<file path="config.mk">
export PLATFORM = sky130hd
export DESIGN_NAME = lzbs_count
export DESIGN_NICKNAME = d
export VERILOG_FILES = /design/src/lzss_byte_stream_decompressor_unit_assert.svh /design/src/lzbs_pkg.sv /design/src/lzbs_count.sv
export SDC_FILE = /design/constraint.sdc
export NUM_CORES = 1
export LEC_CHECK = 0
export BUFFER_PORTS_ARGS = -buffer_cell sky130_fd_sc_hd__buf_2
export CAP_MARGIN = 0
export CELL_PAD_IN_SITES_DETAIL_PLACEMENT = 1
export CELL_PAD_IN_SITES_GLOBAL_PLACEMENT = 1
export CORE_UTILIZATION = 45
export CTS_BUF_LIST = sky130_fd_sc_hd__clkbuf_4
export CTS_CLUSTER_DIAMETER = 60
export DETAILED_ROUTE_END_ITERATION = 8
export GPL_TIMING_DRIVEN = 0
export PLACE_DENSITY = 0.84
export SYNTH_ARGS = -nofsm -noshare
export SYNTH_HDL_FRONTEND = slang
export SYNTH_SLANG_ARGS = --single-unit
</file>
<file path="constraint.sdc">
create_clock -name aclk -period 3.2 [get_ports aclk]
set_input_delay 0.8 -clock aclk [delete_from_list [all_inputs] [get_ports aclk]]
set_output_delay 0.8 -clock aclk [all_outputs]
set_load 0.01 [all_outputs]
</file>
<file path="src/lzss_byte_stream_decompressor_unit_assert.svh">
// Assertion macros, clocked on aclk and held off during reset.
`ifndef LZSS_BYTE_STREAM_DECOMPRESSOR_UNIT_ASSERT_SVH
`define LZSS_BYTE_STREAM_DECOMPRESSOR_UNIT_ASSERT_SVH

`define LZBS_ASSERT_NOW(label, cond, msg) \
    label: assert property (@(posedge aclk) disable iff (!aresetn) (cond)) else $error(msg);

`define LZBS_ASSERT_IMPL(label, ante, cons, msg) \
    label: assert property (@(posedge aclk) disable iff (!aresetn) (ante) |-> (cons)) \
        else $error(msg);

`define LZBS_ASSERT_NEXT(label, ante, cons, msg) \
    label: assert property (@(posedge aclk) disable iff (!aresetn) (ante) |=> (cons)) \
        else $error(msg);

`endif

</file>
<file path="src/lzbs_pkg.sv">
package lzbs_pkg;

    localparam int WINDOW_SIZE_DEF = 4096;
    localparam int BYTE_W          = 8;
    localparam int COUNT_W         = 24;
    localparam int LEN_W           = 5;
    localparam int FLAGS_W         = 4;
    localparam int FLAGS_PER_CTRL  = 8;
    localparam int LEN_BIAS        = 2;

    typedef struct packed {
        logic clear;
        logic inc;
    } cnt_ctl_t;

    typedef struct packed {
        logic full;
        logic done_next;
    } cnt_stat_t;

endpackage

</file>
<file path="src/lzbs_count.sv">
module lzbs_count (
    input  logic                         aclk,
    input  logic                         aresetn,
    input  lzbs_pkg::cnt_ctl_t           ctl,
    input  logic [lzbs_pkg::COUNT_W-1:0] size,
    output lzbs_pkg::cnt_stat_t          stat
);

    logic [lzbs_pkg::COUNT_W-1:0] produced_reg;
    logic [lzbs_pkg::COUNT_W-1:0] produced_next;
    logic [lzbs_pkg::COUNT_W-1:0] produced_inc;

    assign produced_inc = produced_reg + {{(lzbs_pkg::COUNT_W-1){1'b0}}, 1'b1};

    always_comb begin
        produced_next = produced_reg;
        if (ctl.clear) begin
            produced_next = '0;
        end else if (ctl.inc) begin
            produced_next = produced_inc;
        end
    end

    always_ff @(posedge aclk) begin
        if (!aresetn) begin
            produced_reg <= '0;
        end else begin
            produced_reg <= produced_next;
        end
    end

    assign stat.full      = (produced_reg >= size);
    assign stat.done_next = (produced_inc == size);

endmodule

</file>
# Word-level counts from Yosys, hierarchy flattened
# Cells that the tools add are included.
# word_totals
wordCells,6
out_inout_bits,2
regBits,24
# classes
bitwise,1
add_sub_neg,1
reduce_logical,1
magnitude_cmp,1
eq_ne,1
# op_table
op,count
$add 24x1->24 const B,1
$eq 24x24->1,1
$ge 24x24->1,1
$reduce_or 2->1,1
$not 1->1,1

# Depth between registers and ports, before layout
# logic_depth
word_depth,2
mapped_depth,8
ltp_nobuf,8

# Worst setup path before layout
# OpenSTA, ideal clock, no wires.
# synth_timing
path_type,input -> output
start,in size[3] (netlist bit)
end,out stat[0] (netlist bit)
cell_stages,6
arrival_ps,2331
path_slack_ps,69
path_cell_list,xor2_2 -> xnor2_1 -> a2111oi_2 -> nand4_1 -> or4_1 -> nor4_2
# synth_lines
element,line,text
from (decl),lzbs_count.sv:5,"input logic [lzbs_pkg::COUNT_W-1:0] size,"
to (decl),lzbs_count.sv:6,output lzbs_pkg::cnt_stat_t stat

==> results.toml <==
[worst_hold_path]
min_path_type = "flip-flop to flip-flop"
whs_endpoint = "produced_reg[16]"
min-delay-start = "produced_reg[16]"
hold_depth = 2

[pwr]
p_leak_nw = 1.37
pwr-share-clk_pct = 26.6
p_comb_share_pct = 21.5
p_sw_mw = 0.179
powerDensity_mw_per_mm2 = 192
swShare_pct = 30.9
vdd_ir_drop_max_mv = 0.127
p_int_mw = 0.400
seq_power_share_pct = 51.9
power_mw = 0.579

[setup_path]
r2r-start = "produced_reg[4]"
crit_required_ps = 2400
rr_worst_depth = 7
endpoint_kind = "primary output"
r2r-end = "produced_reg[15]"
path_class = "flip-flop to primary output"
path_max_fanout = 9
rrSetupSlack_ps = 1230
cp.arrival_ps = 2490
worstSetupStartpointType = "flip-flop"

[final_layout]
fin_nets = 398
fin_util_pct = 62.1
largest_reg_flops = 24
area_delta_synth_final_pct = 29.6
seq_area_um2 = 502
fillCellCount = 588
multi_input_area_mm2 = 0.00189
diodes = 0
final_cells = 411
final_area_mm2 = 0.00301
drive_above_1_share_pct = 30.5

[clock_tree]
root_buffer = "clkbuf_4"
cts_tree = "built"
clock-sinks = 24
clkTransAtPathRegs_ps = 160
hold_buffers = 0
cts_max_level = 1
insertion_delay_ps = 330
cts.path.max_buffers = 2
numCtsBuffers = 3

[detailed_routing]
ant_nets = 0
vias = 2473
routedWlPerCell_um = 21.1
drc = 0
via_per_inst = 6.02
drt-pass1-iter-count = 4
wirelength_um = 8670
first_iter_violations = 166

[floorplan]
coreArea_mm2 = 0.00485
rows = 25
die_h_um = 73.8
io_pins = 30
fp.dieArea_mm2 = 0.00545
start_util_pct = 47.9
die_w_um = 73.8

[flow_run]
maxCapViolCount = 0

[timing]
setup_viol_count_final = 2
worst_pin_slew_ps = 617
setup_slack_ps = -86.5
fin_crit_sh_pct = 103
finalHoldViolations = 0
period_minus_slack_ps = 3290
maxSlewViolCount = 0
skew_ps = 11.0
fmax_ghz = 0.304
slew_headroom_pct = 58.9
rsz0062_at_grt = "yes"

[yosys]
async_reset_ff_share_pct = 0
ys_warn_count = 0
synth_cell_type_count = 45
synth_ff_type = "dfxtp_1"
synth-edff-count = 0
ys_seq_area_share_pct = 20.7
ys_ff_latch = 24
syn_avg_cell_area_um2 = 7.90
syn-instance-count = 294
synthesis.nets = 347
synth.cell_area_mm2 = 0.00232

[global_routing]
antenna_found_initial = 0
grt_pass1_vias = 2458
grt_pass1_wl_um = 12100
grt_overflow = 0
track_usage_pct = 29.8
grt_max_degree = 14

[placed_design]
port_buffers = 29
gp_congestion = 0.817
place_area_mm2 = 0.00255
dpl.hpwl_um = 5080
dp.cells = 390

[run_status]
violations = "negative setup slack"
status = "complete, but fails checks"
[power by group through the flow]
stage | logic [mW] | clock network [mW] | registers (mW)
floorplan | 0.0593 | 0 | 0.308
global placement | 0.0949 | 0 | 0.308
detailed placement | 0.0989 | 0 | 0.308
CTS | 0.113 | 0.153 | 0.300
global route | 0.135 | 0.165 | 0.300
finish | 0.125 | 0.154 | 0.300
[through the flow]
| step | setup WS [ps] | TNS (ps) | hold slack (ps) |
|---|---|---|---|
| 2_1_floorplan | 68.7 | 0 | 525 |
| 5_1_grt | -167 | -252 | 620 |
| 3_5_place_dp | -339 | -540 | 566 |
| 6_report | -86.5 | -130 | 600 |
| 3_3_place_gp | -329 | -529 | 544 |
| 4_1_cts | 1.24 | 0 | 582 |
[placed cells by master, fill, tap and decap left out, types with 5 or more instances in the layout]
cell	count
nand2_1	16
nand3_1	14
buf_4	18
buf_2	27
and3_1	7
xnor2_1	32
dfxtp_2	11
a21o_1	9
nor2_1	28
nand4_1	15
dfxtp_1	11
ha_1	21
o21ai_0	7
xor2_1	23
clkbuf_1	5
inv_1	23
a21oi_1	7
buf_6	6
[worst max-delay path by stage]
stage / endpoint / slack [ps] / from
CTS: stat[0] / 1 / size[5]
floorplan: stat[0] / 70 / size[3]
global placement: stat[0] / -330 / size[3]
finish: stat[0] / -90 / produced_reg[4]
detailed placement: stat[0] / -340 / size[3]
global route: stat[0] / -170 / produced_reg[4]
[cell usage after synthesis (all sizes together) (2+ instances only)]
master    n  area [um^2]
nor3      2         10.0
a221oi    2         17.5
nand3    18         90.1
o21ai     8         40.0
a2111oi   2         23.8
a211o     2         17.5
a31oi     2         12.5
or3       3         18.8
a21o      9         67.6
nand3b    2         15.0
nand2    16         60.1
xor2     25          226
buf       6         38.8
and4      3         27.5
and3      9         57.6
inv      25         93.8
nor4      2         18.8
clkbuf    8         30.0
xnor2    33          289
ha       25          313
a21oi     7         35.0
nand4    16          106
nand2b    3         18.8
nor2     31          119
dfxtp    24          480
[what timing repair did]
action	in CTS	in global routing
buffers inserted	11	6
resized for setup	52	22
endpoints found under the hold margin	0	0
pin swaps	17	14
endpoints found under the setup margin	2	2
[cell type report]
class,count,share of cell area [%]
clock inverter,1,0.125
clock buffer,3,0.748
multi-input combinational,231,62.9
buffer,14,3.74
inverter,25,3.28
timing repair buffer,46,9.73
tap,67,2.79
sequential,24,16.7
[metal layers]
layer / vias up / track usage, % / routed length (um)
li1: 1119 / - / -
met4: 0 / 7.26 / 330
met3: 36 / 1.92 / 472
met1: 1203 / 37.9 / 3480
met5: - / 0 / 0
met2: 115 / 54.4 / 4380
[critical path, stage by stage, from the launching register on]
cell	delay, ps
dfxtp_1	380
buf_4	200
and3_1	230
nand2_1	150
xnor2_1	240
nand4_1	110
or4_4	440
nor4_4	240
buf_2	170
[logic make-up (layout without fill, tap and decap cells)]
group                      Yosys count  count (layout)  synth area share, %
buffers and inverters               39              89                 7.00
xor gates and xnor gates            58              58                 22.2
AOI/OAI and AO/OA                   37              37                 11.0
muxes                                1               1                0.431
adders and majority gates           25              25                 13.5
DFF                                 24              24                 20.7
and+or+nand+nor                    110             110                 25.2
No activity file was read; power rests on OpenSTA's default activity.
